**src/design/pie_pkg.sv**
```systemverilog
package pie_pkg;

  localparam int SLOT_TABLE_DEPTH_DEF = 256;
  localparam int MAX_EXPANSION_DEF    = 8;

  localparam int SCALE_W = 7;
  localparam int EXP_W   = 4;
  localparam int OFF_W   = 6;
  localparam int PAGES_W = 7;
  localparam int ORD_W   = 16;
  localparam int BASE_W  = 25;
  localparam int ADDR_W  = 8;
  localparam int SLOT_W  = 24;
  localparam int PAGE_W  = 34;

  // The scratch position is (ordinal - begin) * pages, 23 bits, padded to a
  // whole number of divider steps.
  localparam int POS_W      = 24;
  localparam int REM_W      = 8;
  localparam int DIV_STEPS  = 4;
  localparam int DIV_STAGES = POS_W / DIV_STEPS;

  localparam int CFG_AW = 5;
  localparam int CFG_DW = 32;

  localparam logic [2:0] REG_SCALE          = 3'd0;
  localparam logic [2:0] REG_EXPANSION      = 3'd1;
  localparam logic [2:0] REG_LAYER_OFFSET   = 3'd2;
  localparam logic [2:0] REG_SCRATCH_PAGES  = 3'd3;
  localparam logic [2:0] REG_PER_LAYER_MODE = 3'd4;
  localparam logic [2:0] REG_SCRATCH_ENABLE = 3'd5;
  localparam logic [2:0] REG_SCRATCH_BEGIN  = 3'd6;
  localparam logic [2:0] REG_SCRATCH_END    = 3'd7;

  localparam logic FUNC_WRITE   = 1'b0;
  localparam logic FUNC_CONVERT = 1'b1;

  // Item as it moves through the divider stages. num starts as the scratch
  // position and leaves as the quotient.
  typedef struct packed {
    logic              func;
    logic              in_scr;
    logic [ADDR_W-1:0] slot_addr;
    logic [SLOT_W-1:0] slot_value;
    logic              base_bad;
    logic [PAGE_W-1:0] lin_prod;
    logic [POS_W-1:0]  num;
    logic [REM_W-1:0]  rem;
  } item_t;

  // Finished block index handed to the output serializer.
  typedef struct packed {
    logic              func;
    logic              bad;
    logic              fault;
    logic [PAGE_W-1:0] idx;
  } res_t;

  // A few steps of restoring division. Returns {remainder, quotient bits}.
  function automatic logic [REM_W+DIV_STEPS-1:0] div_step(
    input logic [REM_W-1:0]     rem_in,
    input logic [DIV_STEPS-1:0] bits,
    input logic [SCALE_W-1:0]   dvs
  );
    logic [REM_W-1:0]     r;
    logic [REM_W:0]       t;
    logic [DIV_STEPS-1:0] q;
    r = rem_in;
    q = '0;
    for (int k = DIV_STEPS - 1; k >= 0; k--) begin
      t = {r, bits[k]};
      if (t >= (REM_W+1)'(dvs)) begin
        t    = t - (REM_W+1)'(dvs);
        q[k] = 1'b1;
      end
      r = t[REM_W-1:0];
    end
    return {r, q};
  endfunction

endpackage

```
**src/design/pie_expand.sv**
```systemverilog
module pie_expand (
  input  logic                              clk,
  input  logic                              rst_n,
  input  logic [pie_pkg::EXP_W-1:0]         ex,
  input  logic                              in_valid,
  input  pie_pkg::res_t                     in_res,
  output logic                              in_ready,
  output logic                              out_valid,
  input  logic                              out_ready,
  output logic signed [pie_pkg::PAGE_W-1:0] out_page_index,
  output logic                              out_is_bad,
  output logic                              out_table_fault,
  output logic                              out_last
);

  localparam int PW = pie_pkg::PAGE_W;
  localparam int EW = pie_pkg::EXP_W;

  logic          valid_r, valid_nxt;
  logic [EW-1:0] cnt_r, cnt_nxt, cnt_inc;
  logic [PW-1:0] prod_r, prod_nxt;
  logic          bad_r, bad_nxt;
  logic          fault_r, fault_nxt;
  logic          last_r, last_nxt;
  logic [PW-1:0] page_r, page_nxt;
  logic [PW+EW-1:0] mul_full;
  logic          take;

  // A new block may load while the final result of the previous one leaves.
  assign in_ready = !valid_r || (out_ready && last_r);
  assign take     = in_valid && in_ready;
  assign mul_full = in_res.idx * ex;
  assign cnt_inc  = cnt_r + EW'(1);

  always_comb begin
    valid_nxt = valid_r;
    cnt_nxt   = cnt_r;
    prod_nxt  = prod_r;
    bad_nxt   = bad_r;
    fault_nxt = fault_r;
    last_nxt  = last_r;
    page_nxt  = page_r;
    if (take) begin
      valid_nxt = 1'b1;
      cnt_nxt   = '0;
      prod_nxt  = mul_full[PW-1:0];
      bad_nxt   = in_res.bad;
      fault_nxt = in_res.fault;
      last_nxt  = (ex == EW'(1));
      if (in_res.bad) begin
        page_nxt = '1;
      end else if (in_res.fault) begin
        page_nxt = '0;
      end else begin
        page_nxt = mul_full[PW-1:0];
      end
    end else if (valid_r && out_ready) begin
      if (last_r) begin
        valid_nxt = 1'b0;
      end else begin
        cnt_nxt  = cnt_inc;
        last_nxt = (cnt_inc == ex - EW'(1));
        if (bad_r) begin
          page_nxt = '1;
        end else if (fault_r) begin
          page_nxt = '0;
        end else begin
          page_nxt = prod_r + PW'(cnt_inc);
        end
      end
    end
  end

  always_ff @(posedge clk) begin
    if (!rst_n) begin
      valid_r <= 1'b0;
    end else begin
      valid_r <= valid_nxt;
    end
  end

  always_ff @(posedge clk) begin
    cnt_r   <= cnt_nxt;
    prod_r  <= prod_nxt;
    bad_r   <= bad_nxt;
    fault_r <= fault_nxt;
    last_r  <= last_nxt;
    page_r  <= page_nxt;
  end

  assign out_valid       = valid_r;
  assign out_page_index  = $signed(page_r);
  assign out_is_bad      = bad_r;
  assign out_table_fault = fault_r;
  assign out_last        = last_r;

endmodule

```
**config.mk**
```make
export PLATFORM = sky130hd
export DESIGN_NAME = pie_expand
export DESIGN_NICKNAME = d
export VERILOG_FILES = /design/src/design/pie_pkg.sv /design/src/design/pie_expand.sv
export SDC_FILE = /design/constraint.sdc
export NUM_CORES = 1
export LEC_CHECK = 0
export BUFFER_PORTS_ARGS = -buffer_cell sky130_fd_sc_hd__buf_2
export CAP_MARGIN = 20
export CELL_PAD_IN_SITES_DETAIL_PLACEMENT = 0
export CELL_PAD_IN_SITES_GLOBAL_PLACEMENT = 1
export CORE_UTILIZATION = 50
export DETAILED_ROUTE_END_ITERATION = 8
export MAX_ROUTING_LAYER = met4
export PLACE_DENSITY_LB_ADDON = 0.3
export SLEW_MARGIN = 0
export SYNTH_ARGS = -nofsm -noshare
export SYNTH_HDL_FRONTEND = slang
export SYNTH_SLANG_ARGS = --single-unit
```
**constraint.sdc**
```tcl
create_clock -name clk -period 6.45 [get_ports clk]
set_input_delay 0.3225 -clock clk [delete_from_list [all_inputs] [get_ports clk]]
set_output_delay 0.3225 -clock clk [all_outputs]
set_load 0.02 [all_outputs]
```
# [Word-level counts from Yosys, hierarchy flattened]
# Index checks and enable logic that the tools add are counted.
[word_totals] ff_bits=76 inputBits=45 out_inout_bits=39
[op_classes] addsub=3 mul=1 eq_ne=3 muxes=13 bitwise=1 n_reduce_logical=10
[op_table] op="$mux W34" n=7
[op_table] op="$add A34 B4 Y34" n=1
[op_table] op="$mul A34 B4 Y34" n=1
[op_table] op="$mux W1" n=6
[op_table] op="$reduce_and A2 Y1" n=3
[op_table] op="$add A4 B1 Y4 const B" n=1
[op_table] op="$eq A4 B1 Y1 const B" n=1
[op_table] op="$eq A4 B4 Y1" n=1
[op_table] op="$reduce_bool A2 Y1" n=2
[op_table] op="$sub A4 B1 Y4 const B" n=1
[op_table] op="$logic_and A1 B1 Y1" n=3
[op_table] op="$ne A2 B1 Y1 const B" n=1
[op_table] op="$logic_not A1 Y1" n=1
[op_table] op="$logic_or A1 B1 Y1" n=1
[op_table] op="$not A1 Y1" n=1

# [Longest topological paths before layout]
[logic_depth] word_depth=7 depth_mapped=16 ltp_nobuf=13

# [Least setup slack after synthesis]
# OpenSTA, ideal clock, no wires.
[synth_timing] path_kind="input port to flip-flop" startpoint="input ex[2] (netlist name)" endpoint="register page_r[23], in the netlist out_page_index[23], data pin" setup_time_ns=0.255 arrival_ns=4.106 required_ns=6.195 path_slack_ns=2.089 cell_stages=14 path_buffers=2 cell_sequence="clkbuf_1 clkbuf_1 nand2_1 fa_1 inv_1 fa_1 ha_1 a211o_1 a211o_1 a2111oi_0 o21ba_2 o31ai_1 o31a_1 and3_1"
[synth_between] elab_chain_cells=4
[synth_rtl] element="start: declaration" line_no="pie_expand.sv:4" rtl="input logic [pie_pkg::EXP_W-1:0] ex,"
[synth_rtl] element="$mul A34 B4 Y34" line_no="pie_expand.sv:32" rtl="assign mul_full = in_res.idx * ex;"
[synth_rtl] element="$mux W34" line_no="pie_expand.sv:52" rtl="end else if (in_res.fault) begin"
[synth_rtl] element="$mux W34" line_no="pie_expand.sv:50" rtl="if (in_res.bad) begin"
[synth_rtl] element="$mux W34" line_no="pie_expand.sv:43" rtl="if (take) begin"
[synth_rtl] element="via page_nxt[23]" line_no="pie_expand.sv:25" rtl="logic [PW-1:0] page_r, page_nxt;"
[synth_rtl] element="end signal: assignment" line_no="pie_expand.sv:88" rtl="page_r <= page_nxt;"
[synth_rtl] element="end: declaration" line_no="pie_expand.sv:25"
# The timed path passes the listed nets, and every way through them passes these cells.
# A chain may end at the register's enable or synchronous reset.

# [Worst setup path after layout]
[layout_timing] startpoint="input ex[3] (netlist name)" endpoint="register page_r[23], in the netlist out_page_index[23], data pin"
# Same word-level chain as after synthesis.

==> impl_metrics.toml <==
[run_status]
status = "complete, no violations"

[logic_synthesis]
synth_compound_area_share_pct = 16.5
synth_top_family_by_area = "adder cells"
syn_avg_cell_area_um2 = 8.76
synthXorXnorAreaFrac_pct = 7.13
yosys_warnings = 0
yosysTopAreaCell = "edfxtp_1"
ys_types = 61
synth-edff-count = 71
ys_seq_elements = 76
ys_top_cells_by_count = "130 x inv_1, 100 x and2_1, 95 x nand2_1, 71 x edfxtp_1, 62 x fa_1"
synthArstFlopShare_pct = 0
synth-simple-area-share_pct = 20.5
yosysMostFrequentCell = "inv_1"
syn_nets = 1101
synth_top_area_share_pct = 25.5
ys.flop_type = "edfxtp_1"
synth.yosys.seq_area_share_pct = 26.7
synth_cells = 953
synth_mux_area_share_pct = 0.255
netlist_area_um2 = 8350
synth_fa_ha_area_share_pct = 21.0
yosys-top-cells-area = "edfxtp_1 26%, fa_1 15%, and2_1 7.5%"

[timing]
fin_skew_ps = 4.70
min_period_over_period_pct = 72.1
hold_viol = 0
worstMarginPinSlew_ps = 874
finalSetupViolations = 0
tns_ps = 0
fmax_ghz = 0.215
worst_slack_ps = 1800
relSlewSlack_pct = 40.3
whs_ps = 194
maxSlewViolCount = 0
grt_setup_unrepaired = "false"
min_period_ps = 4650

[clock_network]
clk_latency_ps = 340
postCtsSetupBuffers = 0
cts-root-buf = "clkbuf_16"
hold_buffers = 0
ctsHtreeMaxLevel = 3
numCtsBuffers = 9
postCtsResizedCells = 0
clk_pin_slew_ps = 60
cts_buffer_depth = 2
clock_sinks = 76
cts_tree = "yes"

[final_layout]
area_growth_pct = 10.9
antenna_cells = 0
final_cell_area_um2 = 9260
stdcell_count = 1229
drive_gt1_share_pct = 11.5
fin_nets = 1156

[die]
die_x_um = 131
start_util_pct = 51.8
die_area_um2 = 17200
ios = 84
rows = 46
fp.coreArea_um2 = 16100
die_h_um = 131

[power_and_ir_drop]
leakagePower_nw = 4.05
irDropWorstVdd_mv = 0.170
p_per_area_nw_per_um2 = 257

[global_route]
antenna_found_initial = 0
grt_max_degree = 39
overflow = 0
grt_pass1_wl_um = 31600
grt_pass1_vias = 6367
track_usage_pct = 23.2

[drt]
drcViolationCount = 0
drtAntennaViolNets = 0
wire_per_inst_um = 15.3
first_pass_iters = 5
drt_iter0_markers = 563
vias = 6697
avgViaCountPerCell = 5.45
finalWirelength_um = 18800

[run]
maxCapViolations = 0

[place]
io_buffers = 82
placedCellCount = 1212
dpl.hpwl_um = 14400
dp_slack_ps = 1490
gp_congestion = 0.844
placed_area_um2 = 8910

[worst_setup_path]
crit_arrival_ps = 4730
worstPathRequired_ps = 6530
endpoint_kind = "flip-flop"
cp_max_fo = 33
critPathLaunchType = "input pin"
worstSetupPathType = "input pin to flip-flop"

[min_path]
hp-class = "input pin to flip-flop"
final timing paths:
| kind | from | to | slack [ps] | cells after the start |
|---|---|---|---|---|
| max | ex[3] | out_page_index[23]$_DFFE_PP_ | 1800 | 13 |
| min | in_res[35] | out_is_bad$_DFFE_PP_ | 190 | 1 |
| max reg2reg | cnt_r[0]$_SDFFE_PP0P_ | out_page_index[20]$_DFFE_PP_ | 3050 | 10 |
| min reg2reg | cnt_r[3]$_SDFFE_PP0P_ | cnt_r[3]$_SDFFE_PP0P_ | 540 | 1 |
routing by layer:
metal	up-vias	GRT usage (%)	part of all wire, %
li1	3326	-	-
met1	3176	34.6	52
met2	173	33.5	42
met3	22	2.43	4.0
met4	0	5.75	1.5
met5	-	-	0
state kept, by name, indices dropped and copies added (netlist names):
register,flops
out_last,1
out_table_fault,1
prod_r,34
out_valid,1
cnt_r,4
out_page_index,34
out_is_bad,1
cells by family (layout without fill, tap and decap cells):
family                     after synthesis  count (layout)
DFF                                     76              76
buffers and inverters                  174             234
AOI/OAI and AO/OA                      204             204
adders and majority gates              103             103
and+or+nand+nor                        326             326
muxes                                    2               2
xor gates and xnor gates                68              68
cells in the final DEF, fill, tap and decap left out, types with 3 or more instances in the layout:
cell type  count
and4_1         7
a21oi_1       58
nand2b_1       3
a21o_1        21
a22o_1         4
a2111oi_0      3
o21ai_0       30
and3_1         8
a211oi_1       3
nand2_1       95
o21a_1        28
o31ai_1        5
and2_1       100
o211ai_1       5
nor2b_1        6
ha_1          41
nand3_1       18
edfxtp_1      71
o31a_1         4
inv_1        130
xnor2_1       45
buf_4          5
nor2_1        33
xor2_1        23
dfxtp_1        5
nand4_1       18
nor4b_1        4
o21bai_1       7
fa_1          62
a31oi_1        4
or3_1          6
a221oi_1       6
nor3_1        20
clkbuf_16      9
buf_2         82
a31o_2         3
stage by stage:
step	power (mW)	util, %
after CTS	2.38	57.3
after global placement	1.82	55.3
after detailed placement	1.83	55.3
after global routing	2.54	57.4
final	2.38	57.4
after floorplan	1.55	-
power by group:
| group | internal (mW) | total (mW) | switching [mW] |
|---|---|---|---|
| logic | 0.418 | 1.10 | 0.679 |
| registers | 0.678 | 0.737 | 0.0587 |
| clock network | 0.359 | 0.546 | 0.187 |
cell type report:
type / count / area, µm²
inverters: 130 / 488
well taps: 216 / 270
repair buffers: 88 / 468
fillers: 1514 / 6860
clock buffers: 12 / 256
clock inverters: 4 / 72.6
flip-flops and latches: 76 / 2230
multi-input cells: 703 / 5470
worst max-delay path: stages:
cell	delay, ps
buf_2	440
nand2_1	150
fa_1	560
inv_1	60
fa_1	530
ha_1	340
a211o_1	310
a211o_1	360
a2111oi_0	780
o21ba_2	250
o31ai_1	120
o31a_1	300
and3_1	200
(Power assumes the default switching activity.)
