===== config.mk =====
export PLATFORM = sky130hd
export DESIGN_NAME = pie_div
export DESIGN_NICKNAME = d
export VERILOG_FILES = /design/src/design/pie_pkg.sv /design/src/design/pie_div.sv
export SDC_FILE = /design/constraint.sdc
export NUM_CORES = 1
export LEC_CHECK = 0
export BUFFER_PORTS_ARGS = -buffer_cell sky130_fd_sc_hd__buf_4
export CORE_ASPECT_RATIO = 0.7
export CORE_MARGIN = 5
export CORE_UTILIZATION = 55
export CTS_CLUSTER_DIAMETER = 120
export DETAILED_ROUTE_END_ITERATION = 8
export GPL_TIMING_DRIVEN = 1
export PLACE_DENSITY = 0.74
export SLEW_MARGIN = 20
export SYNTH_ARGS = -nofsm -noshare
export SYNTH_HDL_FRONTEND = slang
export SYNTH_SLANG_ARGS = --single-unit

===== constraint.sdc =====
create_clock -name clk -period 12.7 [get_ports clk]
set_input_delay 1.27 -clock clk [delete_from_list [all_inputs] [get_ports clk]]
set_output_delay 1.27 -clock clk [all_outputs]
set_load 0.01 [all_outputs]

===== src/design/pie_pkg.sv =====
package pie_pkg;

  localparam int SLOT_TABLE_DEPTH_DEF = 256;
  localparam int MAX_EXPANSION_DEF    = 8;

  localparam int SCALE_W = 7;
  localparam int EXP_W   = 4;
  localparam int OFF_W   = 6;
  localparam int PAGES_W = 7;
  localparam int ORD_W   = 16;
  localparam int BASE_W  = 25;
  localparam int ADDR_W  = 8;
  localparam int SLOT_W  = 24;
  localparam int PAGE_W  = 34;

  // The scratch position is (ordinal - begin) * pages, 23 bits, padded to a
  // whole number of divider steps.
  localparam int POS_W      = 24;
  localparam int REM_W      = 8;
  localparam int DIV_STEPS  = 4;
  localparam int DIV_STAGES = POS_W / DIV_STEPS;

  localparam int CFG_AW = 5;
  localparam int CFG_DW = 32;

  localparam logic [2:0] REG_SCALE          = 3'd0;
  localparam logic [2:0] REG_EXPANSION      = 3'd1;
  localparam logic [2:0] REG_LAYER_OFFSET   = 3'd2;
  localparam logic [2:0] REG_SCRATCH_PAGES  = 3'd3;
  localparam logic [2:0] REG_PER_LAYER_MODE = 3'd4;
  localparam logic [2:0] REG_SCRATCH_ENABLE = 3'd5;
  localparam logic [2:0] REG_SCRATCH_BEGIN  = 3'd6;
  localparam logic [2:0] REG_SCRATCH_END    = 3'd7;

  localparam logic FUNC_WRITE   = 1'b0;
  localparam logic FUNC_CONVERT = 1'b1;

  // Item as it moves through the divider stages. num starts as the scratch
  // position and leaves as the quotient.
  typedef struct packed {
    logic              func;
    logic              in_scr;
    logic [ADDR_W-1:0] slot_addr;
    logic [SLOT_W-1:0] slot_value;
    logic              base_bad;
    logic [PAGE_W-1:0] lin_prod;
    logic [POS_W-1:0]  num;
    logic [REM_W-1:0]  rem;
  } item_t;

  // Finished block index handed to the output serializer.
  typedef struct packed {
    logic              func;
    logic              bad;
    logic              fault;
    logic [PAGE_W-1:0] idx;
  } res_t;

  // A few steps of restoring division. Returns {remainder, quotient bits}.
  function automatic logic [REM_W+DIV_STEPS-1:0] div_step(
    input logic [REM_W-1:0]     rem_in,
    input logic [DIV_STEPS-1:0] bits,
    input logic [SCALE_W-1:0]   dvs
  );
    logic [REM_W-1:0]     r;
    logic [REM_W:0]       t;
    logic [DIV_STEPS-1:0] q;
    r = rem_in;
    q = '0;
    for (int k = DIV_STEPS - 1; k >= 0; k--) begin
      t = {r, bits[k]};
      if (t >= (REM_W+1)'(dvs)) begin
        t    = t - (REM_W+1)'(dvs);
        q[k] = 1'b1;
      end
      r = t[REM_W-1:0];
    end
    return {r, q};
  endfunction

endpackage


===== src/design/pie_div.sv =====
module pie_div (
  input  logic                         clk,
  input  logic                         rst_n,
  input  logic                         adv,
  input  logic [pie_pkg::SCALE_W-1:0]  sc,
  input  logic                         in_valid,
  input  pie_pkg::item_t               in_item,
  output logic                         out_valid,
  output pie_pkg::item_t               out_item
);

  localparam int N = pie_pkg::DIV_STAGES;
  localparam int S = pie_pkg::DIV_STEPS;
  localparam int P = pie_pkg::POS_W;
  localparam int R = pie_pkg::REM_W;

  logic [N-1:0]   valid_r;
  pie_pkg::item_t stg_r   [N];
  pie_pkg::item_t stg_nxt [N];

  // Each stage eats the top bits of num and shifts quotient bits in below.
  always_comb begin
    pie_pkg::item_t      src;
    logic [R+S-1:0]      res;
    for (int k = 0; k < N; k++) begin
      src         = (k == 0) ? in_item : stg_r[(k == 0) ? 0 : k - 1];
      res         = pie_pkg::div_step(src.rem, src.num[P-1 -: S], sc);
      stg_nxt[k]     = src;
      stg_nxt[k].num = {src.num[P-S-1:0], res[S-1:0]};
      stg_nxt[k].rem = res[R+S-1:S];
    end
  end

  always_ff @(posedge clk) begin
    if (!rst_n) begin
      valid_r <= '0;
    end else if (adv) begin
      valid_r <= {valid_r[N-2:0], in_valid};
    end
  end

  always_ff @(posedge clk) begin
    if (adv) begin
      for (int k = 0; k < N; k++) begin
        stg_r[k] <= stg_nxt[k];
      end
    end
  end

  assign out_valid = valid_r[N-1];
  assign out_item  = stg_r[N-1];

endmodule


# Word-level counts from Yosys, hierarchy flattened
# Memories as Yosys holds them, arrays and structs flattened.
# Index checks and enable logic that the tools add are counted.
[word_totals] register_bits=6 latch_bits=0 ramBits=606 rom_bits=0 inputBits=112 output_inout_bits=102 word_cells=100 memories=1
[memory_table] memory="stg_r" depth=6 width=101 rd=6 rd_clocked_by_memory_dff=0 write_ports=6 line_no="pie_div.sv:18" source="pie_pkg::item_t stg_r [N];"
[op_classes] add_sub_neg=24 n_mul=0 div_mod_pow=0 n_lt_le_gt_ge=24 eq_ne=0 n_shift=0 n_mux=50 n_bitwise=0 reduce_logical=0
[op_table] operator="$ge 9x7->1" count=24
[op_table] operator="$mux 8" count=24
[op_table] operator="$sub 8x7->8" count=24
[op_table] operator="$mux 1" count=26

# Logic depth before layout (Yosys ltp)
# Gate-level depths: netlist of the first run.
[depth] depth_word=8 depth_mapped=41 depth_no_buf=38

# Worst setup path after synthesis of the first run
# OpenSTA, ideal clock, no wires.
[synth_timing] kind="input to register" start="input sc[1] (netlist name)" end="memory stg_r[0][1] (netlist name), data pin" setup_time_ns=0.261 t_arrival_ns=9.718 t_required_ns=12.439 slack_ns=2.721 cell_stages=36 path_buffers=3 path_cell_list="inv_1 -> ha_1 -> nor2b_1 -> o221a_2 -> nor4b_4 -> buf_6 -> nor2_1 -> a21oi_1 -> inv_1 -> ha_1 -> nor2b_1 -> o31ai_1 -> nand2_1 -> a31oi_1 -> nand3_2 -> o21ai_0 -> inv_1 -> ha_1 -> nor2b_1 -> o21bai_1 -> a31oi_1 -> a2111oi_4 -> clkbuf_1 -> nor2_1 -> a21oi_1 -> ha_1 -> nor2b_1 -> o21ai_0 -> a21oi_1 -> o31ai_1 -> nand2_1 -> a2111oi_0 -> a31oi_1 -> nand2b_1 -> buf_6 -> a221o_1"
[synth_rtl] item="start, declared" line_no="pie_div.sv:5" source="input logic [pie_pkg::SCALE_W-1:0] sc,"
[synth_rtl] item="end, declared" line_no="pie_div.sv:18"

==> flow_metrics.py, run 1 <==
metrics = {
    "die": {
        "rows": 70,
        "core_mm2": 0.05211,
        "ios": 214,
        "initial_utilization": 0.5555,
        "dieWidth_um": 284.2,
        "dieArea_mm2": 0.05740,
        "die_y_um": 202.0,
    },
    "critical_path": {
        "crit_fanout": 12,
        "cp.depth": 34,
        "r2r_setup_slack_ns": 2.56,
        "crit_path_end_kind": "register",
        "crit_arrival_ns": 11.42,
        "slowest_delay_ns": 0.81,
        "path_buf_inv": 4,
        "cp-startpoint": "sc[4]",
        "crit_top_cell": "o21ai_0",
        "worst_r2r_endpoint": "stg_r[5][2]",
        "start_kind": "input pin",
        "required_ns": 13.06,
        "critPathTopFamily": "compound AO/OA/AOI/OAI gates",
        "r2r-start": "stg_r[4][5]",
        "r2r_cells": 32,
        "crit_end": "stg_r[5][2]",
        "cp_slowest_cell": "a21oi_1",
        "path_class": "in -> reg",
    },
    "route": {
        "wl_per_cell_um": 18.94,
        "drt_wl_total_mm": 57.58,
        "first_pass_iters": 6,
        "drt_iter0_drc": 1551,
        "via_per_inst": 5.750,
        "drc": 0,
        "vias": 17480,
        "ant_nets": 0,
    },
    "cts": {
        "htreeDepth": 2,
        "post-cts-setup-buffers": 0,
        "cts_buffers": 55,
        "cts_tree": "built",
        "clock_latency_ns": 0.60,
        "clk_pin_slew_ns": 0.07,
        "cts.hold.buffers_added": 0,
        "clock-sinks": 612,
        "cts_buffer_depth": 3,
        "root_buffer": "clkbuf_16",
        "cts_resized": 0,
    },
    "sta": {
        "worst_slew_margin_rel": 0.3033,
        "final.setup.tns_ns": 0,
        "tightest_slew_ns": 1.045,
        "finalHoldViolations": 0,
        "finalMaxSlewViolations": 0,
        "period_minus_slack_ns": 11.05,
        "max_freq_ghz": 0.09046,
        "skew_ns": 0.01549,
        "setup_viol": 0,
        "finalCritPeriodShare": 0.8704,
        "rsz0062_at_grt": "false",
    },
    "global_route": {
        "gr-usage-all-layers": 0.1962,
        "grt_pass1_wl_mm": 91.40,
        "antenna_found_initial": 0,
        "grt_pass1_vias": 17020,
        "grt_max_degree": 109,
        "grt.overflow.total": 0,
    },
    "synth": {
        "synth_seq_cells": 612,
        "yosys-top-cells-area": "edfxtp_1, ha_1, mux2_2, o21ai_0, xnor2_1",
        "syn_area_per_cell_um2": 14.16,
        "synth_top_family_by_area": "compound AO/OA/AOI/OAI gates",
        "ys_async_sr_fraction": 0,
        "synth_compound_area_frac": 0.1015,
        "yosysWarnings": 0,
        "synthSimpleGateAreaFrac": 0.09483,
        "synthMuxAreaShare": 0.03592,
        "ys_seq_area_frac": 0.6328,
        "ys.flop_type": "edfxtp_1",
        "synth_top_area_frac": 0.6286,
        "yosys.cell_types.count": 100,
        "synthAdderAreaFrac": 0.08921,
        "yosysTopAreaCell": "edfxtp_1",
        "synth_edf_count": 606,
        "synth_xor_area_frac": 0.02662,
        "synth_cells": 2044,
        "syn_nets": 2348,
        "netlist_area_mm2": 0.02895,
    },
    "place": {
        "port_buffers": 213,
        "place_hpwl_mm": 40.38,
        "globalplace.congestion": 0.9001,
    },
    "layout": {
        "drive_gt1_frac": 0.1774,
        "insertedDiodeCount": 0,
        "areaGrowthSynthToFinish_pct": 15.18,
        "layout.nets": 2616,
        "seqCellArea_mm2": 0.01832,
        "multi_input_area_mm2": 0.01008,
        "fill_cells": 3819,
    },
    "run": {
        "drv_cap": 0,
    },
    "worst_hold_path": {
        "min_path_type": "reg -> reg",
    },
    "run_status": {
        "status": "finished, final reports clean",
    },
}
[metrics by stage]
| stage | hold WS, ns | std cells | worst slack (ns) | area [um^2] | utilization |
|---|---|---|---|---|---|
| floorplan | 0.4003 | 2044 | 2.721 | 28950 | - |
| global placement | 0.4003 | 2938 | 1.627 | 31420 | 0.6029 |
| detailed placement | 0.4045 | 2938 | 1.269 | 31420 | 0.6029 |
| CTS | 0.4053 | 3039 | 1.858 | 33320 | 0.6393 |
| global route | 0.4138 | 3040 | 1.060 | 33340 | 0.6398 |
| finish | 0.4077 | 3040 | 1.646 | 33340 | 0.6398 |
[registers in the layout, summed over array words and instances, names as in the netlist]
register	count
valid_r	6
stg_r	606
[placed cells by master (no fill, tap or decap), types with 9 or more instances in the layout]
master and n:
edfxtp_1 606, buf_4 230, ha_1 168, inv_1 109, nor2_1 108, o21ai_0 105
nand2_1 95, a21oi_1 76, xnor2_1 58, clkbuf_16 55, nor2b_1 51, mux2_2 47
mux2i_1 45, o21a_1 39, nand3_1 36, a21o_1 36, nor3_1 31, nand4_1 30
nand2b_1 30, xor2_1 30, fa_1 24, nor3b_1 15, a31oi_1 14, a221o_1 14
a221oi_1 13, o21bai_1 11, and3_1 11, o31a_1 11, o211ai_1 11, and4_1 10
or2_2 10, a211oi_1 10, nor4_1 9
[cell families after synthesis]
logic type / after synthesis
AND/OR/NAND/NOR: 497
adder cells (fa/ha/maj): 192
flip-flops: 612
multiplexers: 96
AO/OA/AOI/OAI: 425
buffers and inverters: 134
XOR/XNOR: 88
[worst register-to-register path: cells and delay by family (launching register included)]
family,cells,cell delay [ns]
AO/OA/AOI/OAI,16,5.51
adder cells (fa/ha/maj),4,1.48
flip-flops,1,0.48
buffers and inverters,2,0.23
AND/OR/NAND/NOR,10,2.24
[layer usage]
layer / wire length, um / part of all wire / track usage / vias up
li1: - / - / - / 8438
met1: 27450 / 0.48 / 0.2985 / 8485
met2: 25810 / 0.45 / 0.3003 / 491
met3: 3368 / 0.058 / 0.03495 / 65
met4: 955 / 0.017 / 0.04210 / 0
met5: 0 / 0 / 0 / -
[area by class of cell]
cell class              instances  area share
flip-flops and latches        612      0.5494
multi-input cells            1298      0.3022
repair buffers                232     0.05306
clock buffers                  65     0.04300
well taps                     684     0.02567
clock inverters                36     0.01396
inverters                     113     0.01272
[worst min path at each step]
stage	endpoint	startpoint	depth (start not counted)	slack, ns
final	stg_r[4][14]	stg_r[3][10]	0	0.41
after global routing	stg_r[5][54]	stg_r[4][54]	0	0.41
after CTS	stg_r[5][54]	stg_r[4][54]	0	0.41
after detailed placement	stg_r[1][58]	stg_r[0][58]	0	0.40
after global placement	stg_r[4][50]	stg_r[3][50]	0	0.40
after floorplan	stg_r[1][100]	stg_r[0][100]	0	0.40
[Yosys cell counts, drive strengths merged, types with 6 or more instances]
cell / n
a211o: 8
a211oi: 12
a21boi: 7
a21o: 36
a21oi: 78
a221o: 14
a221oi: 13
a31oi: 14
and2: 10
and3: 11
and3b: 6
and4: 10
buf: 13
clkbuf: 8
dfxtp: 6
edfxtp: 606
fa: 24
ha: 168
inv: 113
mux2: 50
mux2i: 46
nand2: 95
nand2b: 30
nand3: 39
nand4: 30
nor2: 108
nor2b: 51
nor3: 34
nor3b: 17
nor4: 11
nor4b: 6
o211ai: 11
o21a: 39
o21ai: 108
o21bai: 11
o221ai: 6
o31a: 11
o31ai: 9
or2: 13
or3: 8
or4b: 7
xnor2: 58
xor2: 30
Power of run 1 is left out: the tool's default activity adds up to more than one toggle a clock period on the data nets, which glitch-free logic cannot reach.
==> run 2: changes to the inputs <==
--- a/config.mk
+++ b/config.mk
@@ -6,7 +6,7 @@
 export NUM_CORES = 1
 export LEC_CHECK = 0
 export BUFFER_PORTS_ARGS = -buffer_cell sky130_fd_sc_hd__buf_4
-export CORE_ASPECT_RATIO = 0.7
+export CORE_ASPECT_RATIO = 1.25
 export CORE_MARGIN = 5
 export CORE_UTILIZATION = 55
 export CTS_CLUSTER_DIAMETER = 120
==> constraint.sdc (replaced) <==
create_clock -name clk -period 13.03 [get_ports clk]
set_input_delay 1.303 -clock clk [delete_from_list [all_inputs] [get_ports clk]]
set_output_delay 1.303 -clock clk [all_outputs]
set_load 0.01 [all_outputs]
==> run 2 against run 1 <==
First-iteration DRC count decreased by 26%. Via count decreased by 0.32%. Clock skew increased by 0.012 ns. Sequential share of layout area about the same. Critical path type unchanged. Global-route usage increased by 0.095 points. Routed wire length increased by 0.69%. Non-clock buffer count decreased by 3. Register-to-register slack improved by 0.75 ns.
==> flow_metrics.py, run 2 (synthesis gave the netlist of run 1 again) <==
metrics = {
    "run_status": {
        "status": "finished, final reports clean",
    },
    "cts": {
        "cts_buffer_depth": 3,
        "clk_pin_slew_ns": 0.07,
        "htreeDepth": 2,
        "root_buffer": "clkbuf_16",
        "clock-sinks": 612,
        "cts.hold.buffers_added": 0,
        "post-cts-setup-buffers": 0,
        "cts_tree": "built",
        "cts_buffers": 58,
        "clock_latency_ns": 0.63,
        "cts_resized": 0,
    },
    "place": {
        "globalplace.congestion": 0.9348,
        "port_buffers": 213,
        "place_hpwl_mm": 41.21,
        "placedCellCount": 2924,
    },
    "global_route": {
        "gr-usage-all-layers": 0.1971,
        "grt_pass1_vias": 17640,
        "grt_pass1_wl_mm": 91.47,
        "grt.overflow.total": 0,
        "grt_max_degree": 99,
        "antenna_found_initial": 0,
    },
    "sta": {
        "max_freq_ghz": 0.09283,
        "setup_viol": 0,
        "period_minus_slack_ns": 10.77,
        "rsz0062_at_grt": "false",
        "final.setup.tns_ns": 0,
        "worst_slew_margin_rel": 0.3147,
        "finalCritPeriodShare": 0.8267,
        "finalHoldViolations": 0,
        "hold_slack_ns": 0.4093,
        "tightest_slew_ns": 1.028,
        "skew_ns": 0.02742,
        "finalMaxSlewViolations": 0,
    },
    "layout": {
        "areaGrowthSynthToFinish_pct": 15.19,
        "final_cell_mix": "edfxtp_1, buf_4, ha_1",
        "top_regs": "stg_r x606, valid_r x6",
        "final_common_cell": "edfxtp_1",
        "stdcell_count": 3034,
        "insertedDiodeCount": 0,
        "drive_gt1_frac": 0.1787,
        "largest_reg_flops": 606,
        "top_register": "stg_r",
        "layout.nets": 2616,
    },
    "die": {
        "ios": 214,
        "initial_utilization": 0.5531,
        "rows": 94,
        "die_y_um": 266.5,
        "dieArea_mm2": 0.05735,
        "core_mm2": 0.05234,
        "dieWidth_um": 215.2,
    },
    "route": {
        "m1WireLength_mm": 23.91,
        "wl_met3_mm": 2.469,
        "vias": 17420,
        "wl_met2_mm": 29.64,
        "top_layer_used": "met4",
        "drt_iter0_drc": 1145,
        "first_pass_iters": 5,
        "drt_wl_total_mm": 57.98,
        "wl_per_cell_um": 19.11,
        "ant_nets": 0,
        "via_per_inst": 5.743,
        "drc": 0,
    },
    "critical_path": {
        "cp_slowest_cell": "a21oi_1",
        "crit_fanout": 12,
        "start_kind": "input pin",
        "required_ns": 13.44,
        "path_class": "in -> reg",
        "crit_arrival_ns": 11.18,
        "crit_path_end_kind": "register",
        "slowest_delay_ns": 0.81,
    },
    "worst_hold_path": {
        "min_path_type": "reg -> reg",
    },
    "run": {
        "drv_cap": 0,
    },
}
## run 2: cell count changes in the layout (fill, tap and decap cells not counted), sizes merged
cell	delta
buf	-3
bufinv	-3
clkbuf	+1
clkinv	+4
inv	+7
## run 2: per-stage QoR
| step | area [um^2] | setup slack [ns] | utilization |
|---|---|---|---|
| floorplan | 28950 | 3.018 | - |
| global placement | 31390 | 2.118 | 0.5997 |
| detailed placement | 31390 | 1.780 | 0.5997 |
| CTS | 33340 | 2.401 | 0.6371 |
| global route | 33350 | 1.523 | 0.6372 |
| finish | 33350 | 2.258 | 0.6372 |
## run 2: area by class of cell
type	instances	area [um^2]
Multi-Input combinational cell	1298	10080
Clock buffer	66	1481
Inverter	113	424.2
Sequential cell	612	18320
Clock inverter	44	475.5
Tap cell	672	840.8
Fill cell	3771	18990
Timing Repair Buffer	229	1730
## run 2: final timing paths
kind	start	end	slack, ns	cells after the start
min reg2reg	stg_r[3][19]	stg_r[4][23]	0.41	0
min	stg_r[3][19]	stg_r[4][23]	0.41	0
max reg2reg	stg_r[4][5]	stg_r[5][1]	3.31	31
max	sc[4]	stg_r[5][1]	2.26	34
## run 2: worst max-delay path, delay by kind of cell
family                   cells  cell delay (ns)
multiplexers                 1             0.38
AND/OR/NAND/NOR             11             2.64
adder cells (fa/ha/maj)      4             1.46
AO/OA/AOI/OAI               13             4.22
buffers and inverters        5             1.18
## run 2: routing by layer
metal / GRT usage / vias up
met5: 0 / -
met4: 0.07596 / 0
met1: 0.2430 / 8442
li1: - / 8434
met2: 0.3503 / 420
met3: 0.03324 / 127
Power of run 2 is left out for the same reason.
